`src/rcq_pkg.sv`:
```
package rcq_pkg;

  localparam int unsigned PIN_W   = 6;
  localparam int unsigned PAT_W   = 4;
  localparam int unsigned CNT_W   = 3;
  localparam int unsigned BYTE_W  = 8;
  localparam int unsigned IN_TDATA_W  = 8;
  localparam int unsigned OUT_TDATA_W = 32;

  // Command bits 1:0
  localparam logic [1:0] MODE_STOP = 2'b00;
  localparam logic [1:0] MODE_FWD  = 2'b01;
  localparam logic [1:0] MODE_REV  = 2'b10;

  // Command bits 3:2 value that drives the port-select line
  localparam logic [1:0] PORT_ALT = 2'b10;

  typedef struct packed {
    logic [BYTE_W-1:0] command;
    logic [BYTE_W-1:0] pending;
    logic [PAT_W-1:0]  last_pattern;
    logic [CNT_W-1:0]  match_count;
    logic              select;
  } rcq_state_t;

  typedef struct packed {
    logic              port_select;
    logic [BYTE_W-1:0] status_byte;
    logic [BYTE_W-1:0] command_inverse;
    logic [BYTE_W-1:0] command_byte;
  } rcq_result_t;

endpackage

```
`src/rcq_decide.sv`:
```
module rcq_decide #(
  parameter int unsigned QUALIFY_COUNT = 4
) (
  input  rcq_pkg::rcq_state_t         state,
  input  logic [rcq_pkg::PIN_W-1:0]   pin_sample,
  input  logic                        tx_busy,
  output rcq_pkg::rcq_state_t         state_nxt,
  output rcq_pkg::rcq_result_t        result
);
  import rcq_pkg::*;

  localparam logic [CNT_W-1:0] QUAL = CNT_W'(QUALIFY_COUNT);

  logic [1:0]       port;
  logic [PAT_W-1:0] pat;
  logic [CNT_W-1:0] cnt;
  logic [1:0]       mode;
  logic [1:0]       req;
  logic [BYTE_W-1:0] st;

  assign port = state.command[3:2];
  assign pat  = pin_sample[PAT_W-1:0];
  assign req  = ~pin_sample[5:4];

  always_comb begin
    state_nxt = state;
    cnt       = state.match_count;
    mode      = MODE_STOP;
    st        = state.command;
    if (state.command[1:0] != MODE_STOP) begin
      state_nxt.select = (port == PORT_ALT);
      if (pat == state.last_pattern) begin
        cnt = (state.match_count >= QUAL) ? QUAL : state.match_count + CNT_W'(1);
      end else begin
        cnt = CNT_W'(1);
        state_nxt.last_pattern = pat;
      end
      state_nxt.match_count = cnt;
      // Prioritized mapping: stop, then run, then fault overrides back to forward
      if (!pat[0]) mode = MODE_FWD;
      if (!pat[1]) mode = MODE_REV;
      if ((pat[3:2] != 2'b00) && (mode != MODE_STOP)) mode = MODE_FWD;
      if (cnt == QUAL) begin
        st = {4'b0000, port, mode};
      end
    end else begin
      // Exactly one fan request picks the unit and starts forward run
      if (req == 2'b01 || req == 2'b10) begin
        st = {4'b0000, req, MODE_FWD};
      end
    end
    state_nxt.pending = st;
    if (!tx_busy) state_nxt.command = st;
  end

  always_comb begin
    result.command_byte    = state_nxt.command;
    result.command_inverse = ~state_nxt.command;
    result.status_byte     = state_nxt.pending;
    result.port_select     = state_nxt.select;
  end

endmodule

```
`src/run_command_qualifier.sv`:
```
// Channel | Dir | tdata (low bit up)                          | tuser
// in_     | in  | [5:0] pin_sample, [7:6] zero                | [0] tx_busy
// out_    | out | [7:0] command_byte, [15:8] command_inverse, | none
//         |     | [23:16] status_byte, [24] port_select,      |
//         |     | [31:25] zero                                |
//
// One transaction per cycle sustained while the receiver keeps out_tready
// high; the result is registered behind the input register: decide logic
// feeds the result register, where the qualifier state also updates.
// Synchronous active-low reset clears both valid flags and the qualifier state.
// A stalled result holds the output register; the input register keeps
// accepting while the result register has room or is being drained.
module run_command_qualifier #(
  parameter int unsigned QUALIFY_COUNT = 4
) (
  input  logic                                clk,
  input  logic                                rst_n,
  input  logic                                in_tvalid,
  output logic                                in_tready,
  input  logic [rcq_pkg::IN_TDATA_W-1:0]      in_tdata,  // [5:0] pin_sample
  input  logic                                in_tuser,  // [0] tx_busy
  output logic                                out_tvalid,
  input  logic                                out_tready,
  // [7:0] command_byte, [15:8] command_inverse, [23:16] status_byte, [24] port_select
  output logic [rcq_pkg::OUT_TDATA_W-1:0]     out_tdata
);
  import rcq_pkg::*;

  logic              in_valid_r;
  logic [PIN_W-1:0]  pins_r;
  logic              busy_r;
  logic              out_valid_r;
  rcq_result_t       result_r;
  rcq_result_t       result_nxt;
  rcq_state_t        state_r;
  rcq_state_t        state_nxt;
  logic              out_room;
  logic              advance;

  assign out_room  = !out_valid_r || out_tready;
  assign advance   = in_valid_r && out_room;
  assign in_tready = !in_valid_r || advance;

  rcq_decide #(
    .QUALIFY_COUNT(QUALIFY_COUNT)
  ) u_decide (
    .state      (state_r),
    .pin_sample (pins_r),
    .tx_busy    (busy_r),
    .state_nxt  (state_nxt),
    .result     (result_nxt)
  );

  always_ff @(posedge clk) begin
    if (!rst_n) begin
      in_valid_r <= 1'b0;
    end else if (in_tready) begin
      in_valid_r <= in_tvalid;
    end
  end

  always_ff @(posedge clk) begin
    if (in_tready && in_tvalid) begin
      pins_r <= in_tdata[PIN_W-1:0];
      busy_r <= in_tuser;
    end
  end

  always_ff @(posedge clk) begin
    if (!rst_n) begin
      out_valid_r <= 1'b0;
      state_r     <= '0;
    end else begin
      if (out_room) out_valid_r <= in_valid_r;
      if (advance)  state_r     <= state_nxt;
    end
  end

  always_ff @(posedge clk) begin
    if (advance) result_r <= result_nxt;
  end

  assign out_tvalid = out_valid_r;
  assign out_tdata  = {{(OUT_TDATA_W - $bits(rcq_result_t)){1'b0}}, result_r};

`ifndef ASSERT_OFF
  a_inverse: assert property (@(posedge clk) disable iff (!rst_n)
    out_tvalid |-> (out_tdata[15:8] == ~out_tdata[7:0]))
    else $error("command inverse mismatch");

  a_count_sat: assert property (@(posedge clk) disable iff (!rst_n)
    state_r.match_count <= CNT_W'(QUALIFY_COUNT))
    else $error("match count above qualify count");

  a_busy_hold: assert property (@(posedge clk) disable iff (!rst_n)
    (advance && busy_r) |=> $stable(state_r.command))
    else $error("command changed while transmitter busy");

  a_status_track: assert property (@(posedge clk) disable iff (!rst_n)
    advance |=> (state_r.pending == result_r.status_byte))
    else $error("status byte differs from pending status");
`endif

endmodule

```
`config.mk`:
```
export PLATFORM = sky130hd
export DESIGN_NAME = run_command_qualifier
export DESIGN_NICKNAME = d
export VERILOG_FILES = /design/src/rcq_pkg.sv /design/src/rcq_decide.sv /design/src/run_command_qualifier.sv
export SDC_FILE = /design/constraint.sdc
export NUM_CORES = 1
export LEC_CHECK = 0
export BUFFER_PORTS_ARGS = -buffer_cell sky130_fd_sc_hd__buf_2
export CORE_MARGIN = 2
export CORE_UTILIZATION = 40
export CTS_BUF_LIST = sky130_fd_sc_hd__clkbuf_2 sky130_fd_sc_hd__clkbuf_4 sky130_fd_sc_hd__clkbuf_8
export DETAILED_ROUTE_END_ITERATION = 10
export MAX_ROUTING_LAYER = met4
export PLACE_DENSITY = 0.73
export SLEW_MARGIN = 10
export SYNTH_ARGS = -nofsm -noshare
export SYNTH_HDL_FRONTEND = slang
export SYNTH_SLANG_ARGS = --single-unit
```
`constraint.sdc`:
```
create_clock -name clk -period 2.85 [get_ports clk]
set_input_delay 0.1425 -clock clk [delete_from_list [all_inputs] [get_ports clk]]
set_output_delay 0.1425 -clock clk [all_outputs]
set_load 0.02 [all_outputs]
```
==> results of run 1 <==
==> critical path, delay by kind of cell, from the launching register on <==
kind / cells / cell delay, ns
DFF: 1 / 0.41
AOI/OAI and AO/OA: 1 / 0.40
buffers and inverters: 1 / 0.06
and+or+nand+nor: 3 / 0.87
adders and majority gates: 1 / 0.30
==> layout make-up <==
type | instances | area, sq um
inverter | 8 | 30.0
multi-input combinational | 114 | 763
fill | 487 | 2690
clock buffer | 6 | 76.3
tap | 70 | 87.6
clock inverter | 2 | 37.5
sequential | 50 | 1320
timing repair buffer | 39 | 203
==> placed cells by master (no fill, tap or decap), types with 2 or more instances in the layout <==
| cell | instances |
|---|---|
| sky130_fd_sc_hd__conb_1 | 7 |
| sky130_fd_sc_hd__nor3_1 | 4 |
| sky130_fd_sc_hd__xnor2_1 | 5 |
| sky130_fd_sc_hd__o22ai_1 | 2 |
| sky130_fd_sc_hd__a21oi_1 | 6 |
| sky130_fd_sc_hd__clkbuf_8 | 5 |
| sky130_fd_sc_hd__buf_2 | 37 |
| sky130_fd_sc_hd__a21boi_0 | 6 |
| sky130_fd_sc_hd__o211a_1 | 4 |
| sky130_fd_sc_hd__dfxtp_1 | 18 |
| sky130_fd_sc_hd__and2_1 | 7 |
| sky130_fd_sc_hd__nor2b_1 | 2 |
| sky130_fd_sc_hd__nand3_1 | 2 |
| sky130_fd_sc_hd__inv_1 | 8 |
| sky130_fd_sc_hd__nand2_1 | 11 |
| sky130_fd_sc_hd__nor4_1 | 2 |
| sky130_fd_sc_hd__a41o_1 | 2 |
| sky130_fd_sc_hd__o21ai_0 | 11 |
| sky130_fd_sc_hd__edfxtp_1 | 32 |
| sky130_fd_sc_hd__nor2_1 | 6 |
| sky130_fd_sc_hd__or3b_2 | 2 |
| sky130_fd_sc_hd__a31oi_1 | 2 |
| sky130_fd_sc_hd__ha_1 | 2 |
| sky130_fd_sc_hd__o21a_1 | 4 |
| sky130_fd_sc_hd__o31ai_1 | 3 |
==> final timing paths <==
check / startpoint / endpoint / slack [ns]
hold reg to reg: state_r[6] / state_r[6] / 0.49
setup reg to reg: state_r[1] / out_tdata[1] / 0.56
hold / removal: in_tuser / busy_r / 0.02
setup / recovery: state_r[1] / out_tdata[1] / 0.56
==> logic make-up (layout without fill, tap and decap cells) <==
family / count (synthesis) / after routing / share of synthesized area (%)
compound gates: 52 / 52 / 17.8
xor+xnor: 5 / 5 / 2.00
fa+ha+maj: 2 / 2 / 1.14
buf+inv: 23 / 55 / 6.10
flops: 50 / 50 / 60.2
other cells: 1 / 7 / 0.171
simple gates: 48 / 48 / 12.6
==> stage by stage <==
stage               util [%]  hold WS, ns  area, sq um
floorplan                  -        0.241         2220
global placement        46.0        0.319         2390
detailed placement      46.0        0.321         2390
CTS                     48.2      0.00858         2510
global route            48.4      0.00207         2520
finish                  48.4       0.0208         2520
==> metal layers <==
metal / global-route usage, % / share of wire [%] / vias to the layer above / routed length [microns]
met3: 3.33 / 5.1 / 6 / 179
met4: 4.74 / 1.5 / 0 / 53
met5: - / 0 / - / 0
met2: 20.0 / 49 / 35 / 1710
li1: - / - / 732 / -
met1: 15.7 / 45 / 676 / 1570
==> sequential cells by signal, summed over array words and instances (netlist names) <==
name        count
out_tdata      25
pins_r          6
in_valid_r      1
out_tvalid      1
state_r        16
busy_r          1
==> Yosys cell counts, drive strengths merged, types with 2 or more instances <==
cell type / n
a21boi: 6
a21oi: 6
a31oi: 3
a41o: 2
and2: 7
and4: 2
buf: 12
clkbuf: 3
dfxtp: 18
edfxtp: 32
ha: 2
inv: 8
nand2: 11
nand3: 2
nor2: 8
nor2b: 2
nor3: 5
nor4: 2
o211a: 4
o21a: 4
o21ai: 11
o22ai: 2
o31ai: 3
or2: 2
or3b: 2
xnor2: 5
==> power breakdown <==
group	internal (uW)	leakage [uW]	switching, uW
Clock	271	0.0000548	220
Sequential	799	0.000451	17.8
Combinational	44.5	0.000456	85.1
Total	1110	0.000962	323
==> summary by stage, run 1 <==
Status
The flow ran to the end, and the final reports show no timing, DRC or antenna violations.

Clock network
The CTS tree is done. The buffers inserted during post-CTS setup optimization is 0. The H-tree level count is 2.

After clock tree synthesis, the repair step resized 0 gates. For the worst-skew pair, the clock arrives at the later sink with an insertion delay of 0.30 ns. The clock net sink count is 50.

The number of clock buffers added by TritonCTS is 5. Clock-pin slew was measured on the worst setup and hold paths at 0.09 ns. In this run the deepest clock path goes through 2 buffers. The hold buffer count at CTS is 0. The root buffer cell is sky130_fd_sc_hd__clkbuf_8.

Floorplan
The overall die area is 6090 sq um. The chip height is 78.1 microns. The number of placement rows is 26. The initial standard-cell utilization of the core is 42.1%. The horizontal die dimension is 78.1 microns. The number of top-level design ports is 47. The core area is 5200 sq um.

Worst setup path
For the worst setup path, the data arrival time is 2.34 ns. The endpoint class of the critical path is a flip-flop. The worst stage delay on the critical path is 0.45 ns. The kind of critical path is reg2reg. The startpoint type of the worst setup path is a flip-flop. The number of cells on the worst reg-to-reg path is 6. The slowest stage of the critical path belongs to the cell sky130_fd_sc_hd__or2_0. Walking the worst path, the cells encountered are inv_1 -> ha_1 -> and3b_1 -> or2_0 -> nand2_1 -> o32a_2.

Along the worst path, the maximum fanout reaches 9. Data on the critical path is required at its endpoint by slightly below 3 ns.

Worst hold path
Counting instances, the worst hold path has a depth of 1. The worst min-delay path class is in2reg.

Detailed routing
Dividing the detail-routed via count by the number of cells gives 5.01. The number of vias in the routed layout is 1449. The total wire length after detailed routing is 3510 microns. The number of DRC markers in iteration 0 is 128. The remaining routing DRC violations is 0. The count of nets left with antenna violations once routing finished came out at 0. The average detailed-routed wire length per instance is 12.1 microns. The first TritonRoute pass finished after 4 iterations.

Power and ir drop
The peak ir drop on the vdd network is ~0.0003 V. In this run the static leakage power is 0.000962 uW. Dividing total power by cell area gives a power density of around 570 nW/um^2. The post-route total power is 1440 uW.

STA
The number of setup violations in the final report is 0. For the pin with the worst max-slew slack, the measured transition is 0.753 ns. For the final database, setup skew stands at 0.00704 ns. Setup repair after global routing left no endpoint under its margin. The final hold violation count is 0. The highest clock frequency the design can meet is between 400 and 500 MHz. The clock period could shrink to 2.29 ns. In this run the tightest slew margin relative to its limit is 49.4%. Setup slack on the critical path of the routed design comes to between 0.5 and 0.6 ns. The number of slew-limit violations in the final report is 0.

The fraction of the cycle the final worst path needs is 80.2%. Summed over all failing endpoints, the final setup total negative slack is 0 ns.

Synth
In this run the biggest area consumer among cell types represents 43.8% of the synthesized area. Of all cell types, the one taking the most synthesized area is sky130_fd_sc_hd__edfxtp_1. The number of library cell types mapped by synthesis is 50. The fraction of synthesis flops using an asynchronous set or reset pin is 0%. The mapped cell area is roughly 2200 sq um. The synthesized area per cell is around 12 sq um. Among all flip-flop cells after synthesis, the most frequent one is sky130_fd_sc_hd__edfxtp_1. For this run, the number of Yosys warnings is 0. Yosys attributes the largest share of cell area to sky130_fd_sc_hd__edfxtp_1 (44%), sky130_fd_sc_hd__dfxtp_1 (16%), sky130_fd_sc_hd__buf_4 (2.7%), sky130_fd_sc_hd__o21ai_0 (2.5%), sky130_fd_sc_hd__a21boi_0 (2.1%). The cell count after synthesis came out at 181.

In this run, synthesis produced a sequential element count of 50. The synthesized design contains 32 enable-type register cells. The share of synthesized area occupied by flip-flops and latches is 60.2%.

GRT
The first global-routing pass estimated 5860 microns of wire. The aggregate global-route resource usage is 12.7%. The initial antenna violation count was 0. The number of global-route vias before repair came to between 1000 and 1500. The pin count of the biggest net entering global routing is 31. The total overflow left after global routing is 0.

Placed design
Once detailed placement completed, the half-perimeter wirelength came to ~2400 microns. Counting tap cells, the placed design contains a total of 280 instances. Before CTS, the worst setup slack after placement is slightly below 0.6 ns.

The congestion estimate from routability-driven global placement came to a little over 0.8. The total of buffers placed on input and output ports is 37.

Final layout
Cells with a size suffix above 1 make up 26.5% of the layout. 0 antenna diodes ended up in the layout. The area growth from synthesis to layout is 14.8%. The final net count is 233. The non-filler instance count after layout is around 290.

Flow run
The number of max-capacitance violations reported is 0.
Power figures use the tool's default switching activity.
==> run 2, diff against run 1 <==
ABC_AREA = 1   (was not set)
clock period = 2.2 ns   (was 2.85 ns; I/O delays follow)
==> summary by stage, run 2 <==
Status
The flow ran to the end, and the final reports show no timing, DRC or antenna violations.

Floorplan
The initial utilization of the core area, before any placement, comes to a little over two fifths. The die covers 5990 sq um. In this run the standard cell core region covers 5140 sq um.

The die is 77.4 microns tall. The initialized floorplan defines 26 standard-cell rows. The number of top-level design ports is between 40 and 50. The floorplan step set the die width to 77.4 microns.

Synth
In this run, synthesis inferred 32 flip-flops with an integrated enable. The cell type with the highest aggregate area in the netlist is sky130_fd_sc_hd__edfxtp_1. Among all flip-flop cells after synthesis, the most frequent one is sky130_fd_sc_hd__edfxtp_1. After synthesis the cells add up to 2160 sq um. The synthesized design devotes to its leading area cell type 44.6% of total area. The number of library cell types mapped by synthesis is 27. By area the synthesized netlist is led by sky130_fd_sc_hd__edfxtp_1 (45%), sky130_fd_sc_hd__dfxtp_1 (17%), sky130_fd_sc_hd__inv_1 (7.7%), sky130_fd_sc_hd__nand2_1 (7.7%), sky130_fd_sc_hd__a21oi_1 (3.3%). The synthesized area per cell is 9.58 sq um.

The Yosys step of the flow raised 0 warnings. After synthesis, the share of flip-flops with an asynchronous set or reset is 0%. Sequential cells were found to cover between 60% and 70% of the synthesized design area. The number of flip-flops and latches in the synthesized netlist is 50. Synthesis produced around 230 cells. Counting instances in the post-synthesis netlist gives the leading cell types as sky130_fd_sc_hd__inv_1 (44), sky130_fd_sc_hd__nand2_1 (44), sky130_fd_sc_hd__edfxtp_1 (32).

Final layout
Fill cells in the final layout number 499. Summing all flip-flop and latch instances after layout gives about 1300 sq um. The finished cells cover 2570 sq um. The multi-input combinational cells in the finished layout cover a total of about 620 sq um. The top cell types in the final layout, fill and taps aside, are sky130_fd_sc_hd__inv_1 (44), sky130_fd_sc_hd__nand2_1 (44), sky130_fd_sc_hd__buf_2 (37). The fraction of the core area covered by cells at the end of the flow is between 50% and 60%.

From synthesis to final layout, the design area changed by 19.4%. The number of flip-flops in the largest register is 25. The number of antenna diodes in the final layout is 0. The fraction of final layout cells sized beyond drive strength 1 is between 20% and 30%. The final net count is about 290.

Worst setup path
The kind of critical path is reg2reg. The endpoint class of the critical path is a flip-flop. The startpoint type of the worst setup path is a flip-flop. The required arrival time at the worst endpoint is 2.26 ns. The biggest fanout along the worst timing path is 3. The data arrival time at the worst-slack endpoint is 1.80 ns.

GRT
The pin count of the biggest net entering global routing is 19. The first global-routing pass estimated roughly 5700 microns of wire. The number of global-route vias before repair was between 1000 and 1500. The initial antenna violation count is 0.

The aggregate global routing overflow is 0. Global routing used around an eighth of the available tracks.

STA
The summed negative setup slack over all endpoints is 0 ns. On the final layout, the worst clock skew is 0.00497 ns. The slew at the pin with the worst max-slew slack is approximately 0.54 ns. Headroom to the max-slew limit came out at 63.5%. Setup repair after global routing left no endpoint under its margin. The final hold violation count is 0. Dividing the final minimum period by the clock period gives 79.3%. The post-route minimum period is 1.74 ns.

The tightest hold path in the finished design has a slack of 0.0820 ns. Setup violations remaining at the end of the flow were counted as 0. The number of slew-limit violations in the final report came to 0. Across all setup checks in the final design, the least slack found is 0.456 ns. For this run, the top clock speed supported by timing is between 500 and 600 MHz.

Flow run
The number of max-capacitance violations reported is 0.

Detailed routing
For this block, the routed nets add up to between 3000 and 4000 microns of wire. The detail-routed via count per cell is 4.27. The detailed router placed 1480 vias in this run. In the final routed layout, each cell accounts on average for between 9 and 10 microns. The first routing iteration left 88 violations.

The number of antenna-violating nets in the routed design is 0. The length of the first detailed-routing pass in iterations is 4. For this run, design rule violations remaining after detail routing come to 0.

Power and ir drop
Across the VDD grid, the largest voltage drop is 0.000279 V. The total leakage power is 0.00117 uW. In this run the power density over the cells is 724 nW/um^2.

Placed design
During placement, the flow inserted port buffers numbering 37. Prior to clock tree synthesis, the placed netlist has a worst setup slack of ~0.47 ns. Once placement finished, the instance area stood at 2410 sq um.

The weighted congestion reported at the end of routability-driven placement is 0.849. After legalization and detailed placement, the total HPWL measured 2410 microns.

Clock network
Once the clock tree was built, the setup fixing pass inserted 0 buffers. Clock-pin slew was measured on the worst setup and hold paths at 0.09 ns. The clock insertion delay at the later pin of the skew report is 0.29 ns. In this run, CTS created clock tree buffers numbering 5. The root buffer cell chosen for the clock tree is sky130_fd_sc_hd__clkbuf_8. The number of buffers between clock root and the deepest sink is 2.

CTS saw 50 sinks. The CTS tree is done. CTS built an H-tree with a depth of 2.

Worst hold path
The worst min-delay path class is in2reg.
==> run 2: final cells by class <==
type	instances	area share, %
inverters	47	6.85
multi-input cells	125	24.0
well taps	70	3.40
repair buffers	47	10.8
flip-flops and latches	50	51.3
clock buffers	6	3.21
clock inverters	2	0.486
==> run 2: report_power, final <==
group / total [uW] / switching (uW) / internal [uW]
clock: 534 / 281 / 253
combinational: 243 / 161 / 81.8
sequential: 1090 / 25.7 / 1060
total: 1860 / 467 / 1400
==> run 2: worst paths after layout <==
kind | from | to | slack, ns | cells after the start
setup / recovery | state_r[1] | out_tdata[0] | 0.46 | 10
hold / removal | in_tvalid | in_valid_r | 0.08 | 3
setup reg to reg | state_r[1] | out_tdata[0] | 0.46 | 10
hold reg to reg | state_r[6] | state_r[6] | 0.47 | 2
==> run 2: timing repair <==
| item | in CTS | in global routing |
|---|---|---|
| hold endpoints to repair | 7 | 0 |
| hold buffers | 7 | 0 |
| gates resized for setup | 0 | 0 |
==> run 2: per-stage QoR <==
step	cells	total power, uW
after floorplan	231	1290
after detailed placement	332	1340
final	347	1860
after global routing	347	1960
after CTS	347	1890
after global placement	332	1340
==> run 2: per-layer routing <==
metal,global-route usage (%),share of wire [%],vias to the layer above,wire length [microns]
met5,-,0,-,0
met4,4.82,0.70,0,23
met3,3.49,4.8,2,158
met2,19.4,47,35,1530
met1,14.9,48,644,1560
li1,-,-,799,-
==> run 2: cells by family (layout without fill, tap and decap cells) <==
family                     Yosys count  count (layout)  synth area share, %
adders and majority gates            2               2                 1.16
AOI/OAI and AO/OA                   32              32                 8.13
buffers and inverters               56             102                 11.1
other                                1               7                0.174
DFF                                 50              50                 61.3
and+or+nand+nor                     83              83                 17.7
xor gates and xnor gates             1               1                0.406
==> run 2: worst max-delay path: stages (launching register included) <==
cell and delay (ns):
sky130_fd_sc_hd__dfxtp_1 0.35, sky130_fd_sc_hd__inv_1 0.07, sky130_fd_sc_hd__ha_1 0.30, sky130_fd_sc_hd__nand2_1 0.11
sky130_fd_sc_hd__nand2_2 0.07, sky130_fd_sc_hd__nor2_4 0.10, sky130_fd_sc_hd__nand3_1 0.10, sky130_fd_sc_hd__a21oi_1 0.17
sky130_fd_sc_hd__nand3_1 0.09, sky130_fd_sc_hd__nand2_1 0.11, sky130_fd_sc_hd__inv_1 0.05
